<file path="src/rtl/core/necir_pkg.sv">
`default_nettype none

package necir_pkg;

   localparam int unsigned TICK_W      = 16;
   localparam int unsigned BIT_CNT_W   = 6;
   localparam int unsigned WORD_W      = 16;
   localparam int unsigned BYTE_W      = 8;

   localparam logic [BIT_CNT_W-1:0] HALF_FRAME_BITS = 6'd16;
   localparam logic [BIT_CNT_W-1:0] FULL_FRAME_BITS = 6'd32;

   localparam logic [BYTE_W-1:0] OVERFLOW_MS   = 8'd125;
   localparam logic [BYTE_W-1:0] RELEASE_LIMIT = 8'd120;
   localparam logic [BYTE_W-1:0] CMD_LIMIT     = 8'd96;

   localparam logic [TICK_W-1:0] BIT_MAX_MS    = 16'd7;
   localparam logic [TICK_W-1:0] ONE_BIT_MS    = 16'd2;
   localparam logic [TICK_W-1:0] REPEAT_MIN_MS = 16'd10;
   localparam logic [TICK_W-1:0] REPEAT_MAX_MS = 16'd12;

   typedef struct packed {
      logic [BYTE_W-1:0] ms_low;
      logic              is_bit;
      logic              is_one;
      logic              is_repeat;
   } interval_class_type;

endpackage

`default_nettype wire

</file>
<file path="src/rtl/core/necir_interval_classify.sv">
`default_nettype none

module necir_interval_classify #(
   parameter int unsigned TICKS_PER_MS = 375
) (
   input  wire logic [necir_pkg::TICK_W-1:0] interval_ticks,
   input  wire logic                         is_overflow,
   output necir_pkg::interval_class_type     interval_class
);
   import necir_pkg::*;

   localparam int unsigned SHIFT_W = TICK_W + $clog2(TICKS_PER_MS);
   localparam int unsigned PROD_W  = SHIFT_W + TICK_W;
   localparam longint unsigned RECIP =
      ((64'd1 << SHIFT_W) + 64'(TICKS_PER_MS) - 64'd1) / 64'(TICKS_PER_MS);
   localparam logic [PROD_W-1:0] RECIP_V = PROD_W'(RECIP);

   logic [PROD_W-1:0] product;
   logic [TICK_W-1:0] ms;

   assign product = PROD_W'(interval_ticks) * RECIP_V;
   assign ms      = product[SHIFT_W +: TICK_W];

   always_comb begin
      if (is_overflow) begin
         interval_class.ms_low    = OVERFLOW_MS;
         interval_class.is_bit    = 1'b0;
         interval_class.is_one    = 1'b0;
         interval_class.is_repeat = 1'b0;
      end else begin
         interval_class.ms_low    = ms[BYTE_W-1:0];
         interval_class.is_bit    = (ms != '0) && (ms <= BIT_MAX_MS);
         interval_class.is_one    = (ms == ONE_BIT_MS);
         interval_class.is_repeat = (ms >= REPEAT_MIN_MS) && (ms <= REPEAT_MAX_MS);
      end
   end

endmodule

`default_nettype wire

</file>
<file path="src/rtl/core/nec_ir_pulse_decoder_unit.sv">
// Path: an accepted req word goes through the input register, then the result register.
// Throughput: one word per cycle while rsp_ready keeps up; the input register and the
// result register each hold one word, and a reciprocal multiply sets the per-cycle path.
// Reset: synchronous, active high; clears the decoder state, the stored
// no-key code and both valid flags.
`default_nettype none

module nec_ir_pulse_decoder_unit #(
   parameter int unsigned TICKS_PER_MS = 375
) (
   input  wire logic                            clock,
   input  wire logic                            reset,
   input  wire logic                            req_valid,
   output      logic                            req_ready,
   input  wire logic [necir_pkg::TICK_W-1:0]    req_interval_ticks,
   input  wire logic                            req_is_overflow,
   output      logic                            rsp_valid,
   input  wire logic                            rsp_ready,
   output      logic [necir_pkg::BIT_CNT_W-1:0] rsp_bit_count,
   output      logic [necir_pkg::WORD_W-1:0]    rsp_user_code,
   output      logic [necir_pkg::WORD_W-1:0]    rsp_data_word,
   output      logic                            rsp_key_held,
   output      logic                            rsp_frame_ready,
   input  wire logic                            csr_valid,
   output      logic                            csr_ready,
   input  wire logic [necir_pkg::BYTE_W-1:0]    csr_wdata
);
   import necir_pkg::*;

   logic                 in_valid_ff;
   logic [TICK_W-1:0]    in_ticks_ff;
   logic                 in_ovf_ff;
   logic                 out_valid_ff;
   logic [BYTE_W-1:0]    no_key_ff;

   logic [BIT_CNT_W-1:0] bit_cnt_ff, bit_cnt_in;
   logic [WORD_W-1:0]    shift_ff, shift_in;
   logic [WORD_W-1:0]    addr_ff, addr_in;
   logic [BYTE_W-1:0]    accum_ff, accum_in;
   logic                 held_ff, held_in;

   interval_class_type   iclass;
   logic                 advance;
   logic [BYTE_W-1:0]    accum_sum;
   logic [WORD_W-1:0]    shifted;
   logic [BIT_CNT_W-1:0] bit_next;

   necir_interval_classify #(
      .TICKS_PER_MS(TICKS_PER_MS)
   ) u_classify (
      .interval_ticks(in_ticks_ff),
      .is_overflow(in_ovf_ff),
      .interval_class(iclass)
   );

   assign advance   = in_valid_ff && (!out_valid_ff || rsp_ready);
   assign req_ready = !in_valid_ff || advance;
   assign csr_ready = 1'b1;

   assign accum_sum = accum_ff + iclass.ms_low;
   assign shifted   = {iclass.is_one, shift_ff[WORD_W-1:1]};
   assign bit_next  = bit_cnt_ff + 6'd1;

   always_comb begin
      bit_cnt_in = bit_cnt_ff;
      shift_in   = shift_ff;
      addr_in    = addr_ff;
      accum_in   = accum_ff;
      held_in    = held_ff || !in_ovf_ff;
      if (bit_cnt_ff == FULL_FRAME_BITS) begin
         if (iclass.is_repeat) begin
            accum_in = '0;
         end else begin
            accum_in = accum_sum;
            if (accum_sum > RELEASE_LIMIT) begin
               bit_cnt_in = '0;
               held_in    = 1'b0;
            end
         end
      end else if (!iclass.is_bit) begin
         accum_in   = '0;
         bit_cnt_in = '0;
         held_in    = 1'b0;
      end else begin
         bit_cnt_in = bit_next;
         shift_in   = shifted;
         if (bit_next == HALF_FRAME_BITS) begin
            addr_in = shifted;
         end else if ((bit_next == FULL_FRAME_BITS) && (shifted[BYTE_W-1:0] >= CMD_LIMIT)) begin
            shift_in = {{(WORD_W-BYTE_W){1'b0}}, no_key_ff};
         end
      end
   end

   always_ff @(posedge clock) begin
      if (reset) begin
         in_valid_ff  <= 1'b0;
         out_valid_ff <= 1'b0;
         no_key_ff    <= '0;
         bit_cnt_ff   <= '0;
         shift_ff     <= '0;
         addr_ff      <= '0;
         accum_ff     <= '0;
         held_ff      <= 1'b0;
      end else begin
         if (req_valid && req_ready) begin
            in_valid_ff <= 1'b1;
         end else if (advance) begin
            in_valid_ff <= 1'b0;
         end
         if (advance) begin
            out_valid_ff <= 1'b1;
         end else if (rsp_ready) begin
            out_valid_ff <= 1'b0;
         end
         if (csr_valid && csr_ready) begin
            no_key_ff <= csr_wdata;
         end
         if (advance) begin
            bit_cnt_ff <= bit_cnt_in;
            shift_ff   <= shift_in;
            addr_ff    <= addr_in;
            accum_ff   <= accum_in;
            held_ff    <= held_in;
         end
      end
   end

   always_ff @(posedge clock) begin
      if (req_valid && req_ready) begin
         in_ticks_ff <= req_interval_ticks;
         in_ovf_ff   <= req_is_overflow;
      end
   end

   assign rsp_valid       = out_valid_ff;
   assign rsp_bit_count   = bit_cnt_ff;
   assign rsp_user_code   = addr_ff;
   assign rsp_data_word   = shift_ff;
   assign rsp_key_held    = held_ff;
   assign rsp_frame_ready = (bit_cnt_ff == FULL_FRAME_BITS);

endmodule

`default_nettype wire

</file>
<file path="config.mk">
export PLATFORM = sky130hd
export DESIGN_NAME = nec_ir_pulse_decoder_unit
export DESIGN_NICKNAME = d
export VERILOG_FILES = /design/src/rtl/core/necir_pkg.sv /design/src/rtl/core/necir_interval_classify.sv /design/src/rtl/core/nec_ir_pulse_decoder_unit.sv
export SDC_FILE = /design/constraint.sdc
export NUM_CORES = 1
export LEC_CHECK = 0
export ABC_AREA = 1
export BUFFER_PORTS_ARGS = -buffer_cell sky130_fd_sc_hd__buf_2
export CAP_MARGIN = 20
export CORE_MARGIN = 4
export CORE_UTILIZATION = 62
export CTS_CLUSTER_SIZE = 16
export DETAILED_ROUTE_END_ITERATION = 8
export GPL_TIMING_DRIVEN = 1
export PLACE_DENSITY = 0.8
export RECOVER_POWER = 50
export SLEW_MARGIN = 10
export SYNTH_ARGS = -nofsm -noshare
export SYNTH_HDL_FRONTEND = slang
export SYNTH_HIERARCHICAL = 1
export SYNTH_SLANG_ARGS = --single-unit
</file>
<file path="constraint.sdc">
create_clock -name clock -period 7.6 [get_ports clock]
set_clock_uncertainty 0.1 [all_clocks]
set_input_delay 0.38 -clock clock [delete_from_list [all_inputs] [get_ports clock]]
set_output_delay 0.38 -clock clock [all_outputs]
set_load 0.01 [all_outputs]
</file>
==> results of run 1 <==
## state kept, by name (all words and copies together), names as in the netlist
register	count
accum_ff	8
in_ovf_ff	1
in_ticks_ff	16
in_valid_ff	1
no_key_ff	8
rsp_bit_count	6
rsp_data_word	16
rsp_key_held	1
rsp_user_code	16
rsp_valid	1
## worst reg2reg max path, delay by kind of cell (launching register included)
kind	cells	cell delay, ps
adders and majority gates	9	3960
and+or+nand+nor	16	1730
DFF	1	560
buffers and inverters	6	390
AOI/OAI and AO/OA	1	270
## layer usage
metal  GRT usage  part of all wire  up-vias
met5           0                 0        -
met4      0.1117             0.039        0
met3     0.05333             0.045       62
met2      0.4618              0.50      168
met1      0.3171              0.42     3391
li1            -                 -     3616
## final cells by class
cell class              count  share of cell area
multi-input cells         775              0.6394
flip-flops and latches     74              0.1701
inverters                 264              0.1022
repair buffers             74             0.03338
clock buffers               9             0.02320
well taps                 180             0.02320
clock inverters             7            0.008505
## placed cells by master, fill, tap and decap left out, types with 11 or more instances in the layout
master and n:
a21oi_1 55, nand3_1 43, fa_1 96, o21ai_0 27
edfxtp_1 17, ha_1 145, nand2_2 13, nor2_2 11
o21ai_1 15, clkbuf_1 43, buf_2 28, nand2_1 223
nor2_1 93, dfxtp_1 57, inv_1 254
## power groups by stage
stage | Clock [mW] | Sequential, mW | Combinational (mW)
after global routing | 0.470 | 0.446 | 3.84
after floorplan | 0 | 0.449 | 2.55
after global placement | 0 | 0.451 | 3.25
final | 0.448 | 0.443 | 3.35
after detailed placement | 0 | 0.451 | 3.32
after CTS | 0.455 | 0.443 | 3.36
## metrics by stage
| step | cells | util |
|---|---|---|
| 4_1_cts | 1383 | 0.6979 |
| 6_report | 1383 | 0.6941 |
| 3_5_place_dp | 1367 | 0.6759 |
| 3_3_place_gp | 1367 | 0.6759 |
| 5_1_grt | 1383 | 0.6941 |
| 2_1_floorplan | 1126 | - |
## path summary, 6_finish.rpt
kind,startpoint,endpoint,slack (ps),cells after the start
hold / removal,req_interval_ticks[3],in_ticks_ff[3],100,1
hold reg to reg,accum_ff[4],accum_ff[4],370,2
setup reg to reg,in_ticks_ff[3],rsp_bit_count[0],500,32
setup / recovery,in_ticks_ff[3],rsp_bit_count[0],500,32
## kinds of logic after synthesis
kind of cell | Yosys count | share of synthesized area
buffers and inverters | 277 | 0.1200
other | 1 | 0.0004198
AND/OR/NAND/NOR | 407 | 0.1953
XOR/XNOR | 5 | 0.005744
flip-flops | 74 | 0.1849
adder cells (fa/ha/maj) | 241 | 0.4183
AO/OA/AOI/OAI | 121 | 0.07536
==> metrics.md, run 1 <==
| Metric | Value |
|---|---|
| Post-synthesis sequential area ratio | 0.1849 |
| Vias in the first global route | between 7000 and 8000 |
| Top cell type's share of synthesized area | 0.2152 |
| Final period utilization | 0.9347 |
| Clock Latency Late Sink | 350 ps |
| Cell mode on critical path | nand2_1 |
| Cell area after synthesis | 8932 um^2 |
| Power share of the clock group | 0.106 |
| Register area | between 1500 and 2000 um^2 |
| CTS tree | built |
| P_sw | between 2 and 2.5 mW |
| Peak supply drop | approximately 250 uV |
| Design Area, Final | slightly below 10000 um^2 |
| GRT overflow | 0 |
| Die H | roughly 130 um |
| Asr flop ratio synth | 0 |
| Syn Inst Count | 1126 |
| Clk sinks | 74 |
| Total core area | approximately 14000 um^2 |
| P_leak | between 5 and 6 nW |
| Largest net degree at the start of global routing | 36 |
| Post-CTS setup repair buffer count | 0 |
| Minimum clock period | ~7100 ps |
| CTS Buf Count | 9 |
| Pins Over Slew Limit | 0 |
| WP data arrival | slightly above 7000 ps |
| Remaining DRCs | 0 |
| Worst-margin pin slew | 1082 ps |
| Die X | ~130 um |
| Crit path max fanout | 6 |
| Placed inst area | between 9000 and 10000 um^2 |
| DRT iter0 DRCs | approximately 320 |
| Crit Path Class | flop to flop |
| Final setup margin | ~500 ps |
| WL/cell | 14.80 um |
| Fillers | around 1200 |
| Status | complete, no violations |
| Final setup violation count | 0 |
| Pre-CTS setup slack | about 600 ps |
| Hold_ws | just over 100 ps |
| Synth top area cells | fa_1 (22%), ha_1 (20%), dfxtp_1 (13%), inv_1 (11%), nand2_1 (9.4%) |
| CTS H-tree depth | 3 |
| Reg clk slew, reported paths | around 70 ps |
| Longest Clk Path Bufs | 2 |
| RSZ-0062 raised after global routing | false |
| GPL Wtd Cong | between 0.9 and 1 |
| Most frequent cell after synthesis | inv_1 |
| Die Area | 16390 um^2 |
| Yosys reg bits | 74 |
| Multi-input gate area | 6208 um^2 |
| Crit path max-delay family | adder cells |
| Average instance area after synthesis | ~8 um^2 |
| Slew margin rel. | 0.2789 |
| Synth cell types | 41 |
| Setup TNS | 0 ps |
| Buf+Inv Stages, Crit Path | 6 |
| Detail Placement HPWL | approximately 17 mm |
| Hold_buf cts | 0 |
| DRT Wirelength | approximately 20 mm |
| Number of synthesis warnings | 6 |
| Total power draw | 4.237 mW |
| Clk root buf | clkbuf_16 |
| Rows | 43 |
| DRT antenna net count | 0 |
| Total Routing Usage GR | 0.2644 |
| Combinational share of power | 0.790 |
| Critical Path Source Type | flop |
| Sw Ratio | 0.5587 |
| Max_cap viols | 0 |
| Synth top cells by count | inv_1 (254), nand2_1 (223), ha_1 (145) |
| Delay of the slowest critical-path stage | between 500 and 600 ps |
| PostCTS Resize Cnt | 0 |
| Most common flop cell mapped by yosys | dfxtp_1 |
| Power Density | roughly 440 nW/um^2 |
| Initial Util | 0.6386 |
| Synthesized net count | 1397 |
| Antenna violations before repair | 0 |
| EDFF count, synth | 17 |
| Worst Hold Class | input port to flop |
| Max Fclk | approximately 140 MHz |
| Boundary Pins | between 70 and 80 |
| First-pass GRT wire length | ~34 mm |
| IO Port Bufs | between 70 and 80 |
| Vias post-DR | roughly 7200 |
| Area Overhead vs Synth | 8.699% |
| Cell taking the most area after synthesis | fa_1 |
| Vias per inst | 5.233 |
| Slowest cell on crit path | edfxtp_1 |
| Setup crit end kind | flop |
| Required @ worst endpoint | 7730 ps |
| Reg power frac | 0.105 |
| Ant. Diodes | 0 |
| Final hold vios | 0 |
| Nets@finish | about 1500 |
| Internal power component | between 1.5 and 2 mW |
| Fraction of layout cells with a size suffix above 1 | 0.07980 |
| Drt first pass iters | 5 |
Power figures use the tool's default switching activity.
==> run 2, diff against run 1 <==
--- a/config.mk
+++ b/config.mk
@@ -18,5 +18,4 @@
 export SLEW_MARGIN = 10
 export SYNTH_ARGS = -nofsm -noshare
 export SYNTH_HDL_FRONTEND = slang
-export SYNTH_HIERARCHICAL = 1
 export SYNTH_SLANG_ARGS = --single-unit
==> run 2 against run 1 <==
  * Cell count rose by 0.51%
  * Sequential power fell by 3%
  * Synthesized area shrank 0.28%
  * Largest cell class unchanged
==> metrics.md, run 2 <==
| Metric | Value |
|---|---|
| Largest net degree at the start of global routing | 47 (was 36) |
| Setup crit end kind | flop (unchanged) |
| Synth top area cells | fa_1 (21%), ha_1 (20%), dfxtp_1 (13%), inv_1 (11%), nand2_1 (11%) (was fa_1 (22%), ha_1 (20%), dfxtp_1 (13%), inv_1 (11%), nand2_1 (9.4%)) |
| Critical Path Source Type | flop (unchanged) |
| CTS tree | built (unchanged) |
| First-pass GRT wire length | 35.33 mm (was 34.31 mm) |
| Pins Over Slew Limit | 0 (unchanged) |
| Final hold vios | 0 (unchanged) |
| Placed inst area | 9400 um^2 (was 9455 um^2) |
| Max_cap viols | 0 (unchanged) |
| Top cell type's share of synthesized area | 0.2135 (was 0.2152) |
| Power Density | 429.0 nW/um^2 (was 436.4 nW/um^2) |
| Worst r2r src | in_ticks_ff[4] (was in_ticks_ff[3]) |
| Clk root buf | clkbuf_16 (unchanged) |
| Yosys reg bits | 74 (unchanged) |
| Synth cell types | 40 (was 41) |
| Minimum clock period | 7054 ps (was 7104 ps) |
| Vias in the first global route | 7363 (was 7416) |
| Reg clk slew, reported paths | 70 ps (about the same) |
| Die X | 127.9 um (was 128.0 um) |
| Syn Inst Count | 1127 (was 1126) |
| Crit path max fanout | 6 (unchanged) |
| Asr flop ratio synth | 0 (unchanged) |
| Status | complete, no violations (unchanged) |
| Detail Placement HPWL | 17.21 mm (was 17.16 mm) |
| DRT antenna net count | 0 (unchanged) |
| Reg2reg path depth | 33 (was 32) |
| Ant. Diodes | 0 (unchanged) |
| IO Port Bufs | 71 (unchanged) |
| Pre-CTS setup slack | 561.3 ps (was 604.2 ps) |
| Clock Latency Late Sink | 350 ps (about the same) |
| Total Routing Usage GR | 0.2709 (was 0.2644) |
| Hold Crit Depth | 1 (unchanged) |
| Synth top cells by count | inv_1 (262), nand2_1 (262), ha_1 (144) (was inv_1 (254), nand2_1 (223), ha_1 (145)) |
| Delay of the slowest critical-path stage | 620 ps (was 560 ps) |
| Cell area after synthesis | 8907 um^2 (was 8932 um^2) |
| GRT overflow | 0 (unchanged) |
| Drt first pass iters | 5 (unchanged) |
| Commonest non-fill, non-tap cells in the layout | inv_1 (262), nand2_1 (262), ha_1 (144), fa_1 (95), a21oi_1 (71) (was inv_1 (254), nand2_1 (223), ha_1 (145), fa_1 (96), nor2_1 (93)) |
| Final setup margin | 545.8 ps (was 495.9 ps) |
| Average instance area after synthesis | 7.904 um^2 (was 7.933 um^2) |
| EDFF count, synth | 17 (unchanged) |
| Register-to-Register Setup Slack | 550 ps (was 500 ps) |
| Vias post-DR | 7299 (was 7237) |
| CTS Buf Count | 9 (unchanged) |
| Final period utilization | 0.9282 (was 0.9347) |
| Number of synthesis warnings | 0 (was 6) |
| Final setup violation count | 0 (unchanged) |
| Rows | 43 (unchanged) |
| Die Area | 16350 um^2 (was 16390 um^2) |
| Die H | 127.9 um (was 128.0 um) |
| Clk sinks | 74 (unchanged) |
| Antenna violations before repair | 0 (unchanged) |
| Max Fclk | 141.8 MHz (was 140.8 MHz) |
| Worst-margin pin slew | 979.9 ps (was 1082 ps) |
| WP data arrival | 7140 ps (was 7240 ps) |
| Area Overhead vs Synth | 9.889% (was 8.699%) |
| P_leak | 5.183 nW (was 5.236 nW) |
| Synthesized net count | 1396 (was 1397) |
| Fraction of layout cells with a size suffix above 1 | 0.07273 (was 0.07980) |
| Peak supply drop | 288.3 uV (was 253.8 uV) |
| Fillers | 1177 (was 1160) |
| Slowest cell on crit path | fa_1 (was edfxtp_1) |
| Nets@finish | 1474 (was 1469) |
| HP Start | req_interval_ticks[0] (was req_interval_ticks[3]) |
| Worst Hold Class | input port to flop (unchanged) |
| Cell taking the most area after synthesis | fa_1 (unchanged) |
| Cell mode on critical path | nand2_1 (unchanged) |
| GPL Wtd Cong | 0.9564 (was 0.9469) |
| Hold_buf cts | 0 (unchanged) |
| Slew margin rel. | 0.3460 (was 0.2789) |
| Total core area | 13990 um^2 (unchanged) |
| DRT iter0 DRCs | 435 (was 318) |
| Post-synthesis sequential area ratio | 0.1854 (was 0.1849) |
| Vias per inst | 5.251 (was 5.233) |
| Crit Path Class | flop to flop (unchanged) |
| Reg-to-Reg End | rsp_bit_count[5] (was rsp_bit_count[0]) |
| Hold path endpoint | in_ticks_ff[0] (was in_ticks_ff[3]) |
| Initial Util | 0.6368 (was 0.6386) |
| Boundary Pins | 73 (unchanged) |
| CTS H-tree depth | 3 (unchanged) |
| Most common flop cell mapped by yosys | dfxtp_1 (unchanged) |
| WL/cell | 15.17 um (was 14.80 um) |
| Design Area, Final | 9788 um^2 (was 9709 um^2) |
| Remaining DRCs | 0 (unchanged) |
| Longest Clk Path Bufs | 2 (unchanged) |
| Required @ worst endpoint | 7690 ps (was 7730 ps) |
| DRT Wirelength | 21.09 mm (was 20.46 mm) |
==> run 2: cell types whose count changed in the layout (fill, tap and decap cells not counted), sizes merged, moves of 3 or more <==
cell,change
xor2,+4
nor3,+5
o21ai,-18
a21oi,+20
nand4,+9
o211ai,-6
xnor2,+3
a21o,-5
nand2,+30
nor2,-43
buf,+12
==> run 2: worst max-delay path by stage <==
| stage | start | to | slack (ps) | cells after the start |
|---|---|---|---|---|
| 3_3_place_gp | in_ticks_ff[1] | rsp_bit_count[3] | 720 | 33 |
| 5_1_grt | in_ticks_ff[4] | rsp_bit_count[5] | -8 | 33 |
| 4_1_cts | in_ticks_ff[5] | rsp_bit_count[3] | 500 | 33 |
| 6_report | in_ticks_ff[4] | rsp_bit_count[5] | 550 | 33 |
| 2_1_floorplan | in_ticks_ff[5] | rsp_bit_count[0] | 1100 | 33 |
| 3_5_place_dp | in_ticks_ff[5] | rsp_bit_count[3] | 560 | 33 |
==> run 2: timing repair <==
action                     CTS  global route
setup endpoints to repair    0             5
resized for setup            0             1
buffers inserted             0            13
==> run 2: metrics by stage <==
| stage | hold WS, ps | std cells | total power [mW] | TNS, ps | util |
|---|---|---|---|---|---|
| after detailed placement | 345.1 | 1361 | 3.654 | 0 | 0.6720 |
| after global routing | 93.01 | 1390 | 4.745 | -8.036 | 0.6997 |
| after global placement | 338.0 | 1361 | 3.601 | 0 | 0.6720 |
| final | 94.32 | 1390 | 4.199 | 0 | 0.6997 |
| after CTS | 90.77 | 1377 | 4.186 | 0 | 0.6961 |
| after floorplan | 328.6 | 1127 | 2.919 | 0 | - |
==> run 2: cell families (layout without fill, tap and decap cells) <==
logic type / Yosys count / after routing / synth area share
simple gates: 408 / 408 / 0.1971
buf+inv: 282 / 365 / 0.1216
fa+ha+maj: 239 / 239 / 0.4158
compound gates: 111 / 111 / 0.06785
flops: 74 / 74 / 0.1854
xor+xnor: 12 / 12 / 0.01180
other cells: 1 / 1 / 0.0004210
==> run 2: critical path, delay by kind of cell, from the launching register on <==
family | cells | cell delay, ps
xor+xnor | 1 | 170
buf+inv | 4 | 250
compound gates | 2 | 210
flops | 1 | 530
simple gates | 17 | 1680
fa+ha+maj | 9 | 3970
==> run 2: power by group <==
part | switching (mW) | total [mW] | leakage (nW) | internal (mW)
Clock | 0.195 | 0.497 | 0.165 | 0.302
Combinational | 2.12 | 3.27 | 4.39 | 1.15
Sequential | 0.0145 | 0.428 | 0.628 | 0.413
==> run 2: metal layers <==
metal  vias to the layer above  wire [um]  part of all wire  GRT usage
met5                         -          0                 0          0
li1                       3631          -                 -          -
met3                        55       1011             0.048    0.04167
met2                       213      10400              0.49     0.4627
met4                         0        775             0.037    0.09925
met1                      3400       8902              0.42     0.3485
==> run 2: final cells by class <==
cell class                 count  area (um^2)  area share
sequential                    74         1652      0.1687
inverter                     265        996.0      0.1018
clock inverter                 6        97.59    0.009971
timing repair buffer          84        401.6     0.04103
clock buffer                  10        239.0     0.02442
multi-input combinational    771         6177      0.6311
tap                          180        225.2     0.02301
==> run 3, diff against run 2 <==
--- a/config.mk
+++ b/config.mk
@@ -9,11 +9,11 @@
 export BUFFER_PORTS_ARGS = -buffer_cell sky130_fd_sc_hd__buf_2
 export CAP_MARGIN = 20
 export CORE_MARGIN = 4
-export CORE_UTILIZATION = 62
+export CORE_UTILIZATION = 67
 export CTS_CLUSTER_SIZE = 16
 export DETAILED_ROUTE_END_ITERATION = 8
 export GPL_TIMING_DRIVEN = 1
-export PLACE_DENSITY = 0.8
+export PLACE_DENSITY = 0.86
 export RECOVER_POWER = 50
 export SLEW_MARGIN = 10
 export SYNTH_ARGS = -nofsm -noshare
==> constraint.sdc (replaced) <==
create_clock -name clock -period 9.1 [get_ports clock]
set_clock_uncertainty 0.1 [all_clocks]
set_input_delay 0.91 -clock clock [delete_from_list [all_inputs] [get_ports clock]]
set_output_delay 0.91 -clock clock [all_outputs]
set_load 0.01 [all_outputs]
==> run 3 against run 2 <==
  * The flow now finishes with violations (max-capacitance violations, max-slew violations)
  * Clock-buffer cell count is the same
  * Global-route usage grew 2.6 points
  * First-iteration DRC count shrank 2.1%
  * Critical path depth is the same
  * Sequential power shrank 16%
  * Fmax shrank 2.4%
  * Die area shrank 7.0%
  * Sequential share of layout area grew 0.20 points
  * Flip-flop and latch count is the same
  * Critical path type unchanged
  * Largest cell class unchanged
==> metrics.md, run 3 (synthesis results as in run 2) <==
| Metric | Value |
|---|---|
| Status | finished with violations (was complete, no violations) |
| Failing checks | max-capacitance violations, max-slew violations |
| Reg clk slew, reported paths | 70 ps (about the same) |
| Die X | 123.3 um (was 127.9 um) |
| Remaining DRCs | 0 (unchanged) |
| Power Density | 362.9 nW/um^2 (was 429.0 nW/um^2) |
| Hold_ws | 355.1 ps (was 94.32 ps) |
| Final setup violation count | 0 (unchanged) |
| Initial Util | 0.6945 (was 0.6368) |
| Area Overhead vs Synth | 8.625% (was 9.889%) |
| Drt first pass iters | 5 (unchanged) |
| Non-filler cells, final | 1369 (was 1390) |
| Slowest cell on crit path | fa_1 (unchanged) |
| DRT iter0 DRCs | 426 (was 435) |
| Clock Latency Late Sink | 350 ps (about the same) |
| Nets@finish | 1461 (was 1474) |
| Total power draw | 3.512 mW (was 4.199 mW) |
| Setup TNS | 0 ps (unchanged) |
| Boundary Pins | 73 (unchanged) |
| Final setup margin | 1872 ps (was 545.8 ps) |
| Buf+Inv Stages, Crit Path | 5 (was 4) |
| GRT overflow | 0 (unchanged) |
| Clk root buf | clkbuf_16 (unchanged) |
| Critical Path Source Type | flop (unchanged) |
| Detail Placement HPWL | 17.34 mm (was 17.21 mm) |
| Fraction of layout cells with a size suffix above 1 | 0.06182 (was 0.07273) |
| Cell mode on critical path | nand2_1 (unchanged) |
| DRT Wirelength | 21.06 mm (was 21.09 mm) |
| DRT antenna net count | 0 (unchanged) |
| First-pass GRT wire length | 35.16 mm (was 35.33 mm) |
| Slew margin rel. | -0.5474 (was 0.3460) |
| CTS Buf Count | 9 (unchanged) |
| Vias per inst | 5.364 (was 5.251) |
| Inst Count DP | 1353 (was 1361) |
| Final period utilization | 0.7943 (was 0.9282) |
| Vias post-DR | 7343 (was 7299) |
| GPL Wtd Cong | 1.055 (was 0.9564) |
| Rows | 41 (was 43) |
| Max_cap viols | 1 (was 0) |
| Pins Over Slew Limit | 47 (was 0) |
| Antenna violations before repair | 0 (unchanged) |
| CTS H-tree depth | 3 (unchanged) |
| Total Routing Usage GR | 0.2967 (was 0.2709) |
| Worst Hold Class | flop to flop (was input port to flop) |
| Ant. Diodes | 0 (unchanged) |
| Peak supply drop | 236.4 uV (was 288.3 uV) |
| Die H | 123.3 um (was 127.9 um) |
| Delay of the slowest critical-path stage | 600 ps (was 620 ps) |
| Final hold vios | 0 (unchanged) |
| RSZ-0062 raised after global routing | false |
| Placed inst area | 9390 um^2 (was 9400 um^2) |
| Hold_buf cts | 0 (unchanged) |
| Pre-CTS setup slack | 2048 ps (was 561.3 ps) |
| Setup crit end kind | flop (unchanged) |
| Commonest non-fill, non-tap cells in the layout | inv_1 (262), nand2_1 (262), ha_1 (144), fa_1 (95), a21oi_1 (71) (unchanged) |
| Longest Clk Path Bufs | 2 (unchanged) |
| Design Area, Final | 9676 um^2 (was 9788 um^2) |
| Total core area | 12820 um^2 (was 13990 um^2) |
| Worst-margin pin slew | 2321 ps (was 979.9 ps) |
| Largest net degree at the start of global routing | 47 (unchanged) |
| Minimum clock period | 7228 ps (was 7054 ps) |
| PostCTS Resize Cnt | 0 (unchanged) |
| Die Area | 15200 um^2 (was 16350 um^2) |
| WL/cell | 15.39 um (was 15.17 um) |
| Vias in the first global route | 7479 (was 7363) |
| WP data arrival | 7250 ps (was 7140 ps) |
| IO Port Bufs | 71 (unchanged) |
| Post-CTS setup repair buffer count | 0 (unchanged) |
| Crit path max fanout | 8 (was 6) |
| Max Fclk | 138.4 MHz (was 141.8 MHz) |
| Crit path max-delay family | adder cells (unchanged) |
| Fin util | 0.7544 (was 0.6997) |
| P_leak | 5.117 nW (was 5.183 nW) |
| Crit Path Class | flop to flop (unchanged) |
| Required @ worst endpoint | 9120 ps (was 7690 ps) |
| Clk sinks | 74 (unchanged) |
| CTS tree | built (unchanged) |
## run 3: worst min-delay path, cell delays in order (launching register included)
cell and delay, ps:
dfxtp_1 300, inv_1 50, a21oi_1 60
## run 3: final timing paths
path	depth (start not counted)	start	slack, ps	to
min	2	no_key_ff[2]	360	no_key_ff[2]
max	33	in_ticks_ff[5]	1870	rsp_bit_count[1]
min reg2reg	2	no_key_ff[2]	360	no_key_ff[2]
max reg2reg	33	in_ticks_ff[5]	1870	rsp_bit_count[1]
## run 3: power breakdown
group | internal [mW] | switching (mW) | leakage [nW]
Sequential | 0.345 | 0.0135 | 0.628
Combinational | 0.954 | 1.79 | 4.32
Clock | 0.252 | 0.159 | 0.165
## run 3: area by class of cell
cell class | instances | area (um^2)
inverters | 265 | 996.0
repair buffers | 71 | 304.0
flip-flops and latches | 74 | 1652
fillers | 969 | 3149
clock inverters | 6 | 97.59
multi-input cells | 771 | 6172
clock buffers | 10 | 239.0
well taps | 172 | 215.2
## run 3: layer usage
metal / part of all wire / GRT usage / vias to the layer above
met2: 0.50 / 0.5178 / 243
met3: 0.054 / 0.06221 / 56
met5: 0 / 0 / -
li1: - / - / 3613
met4: 0.036 / 0.1156 / 0
met1: 0.41 / 0.3587 / 3431
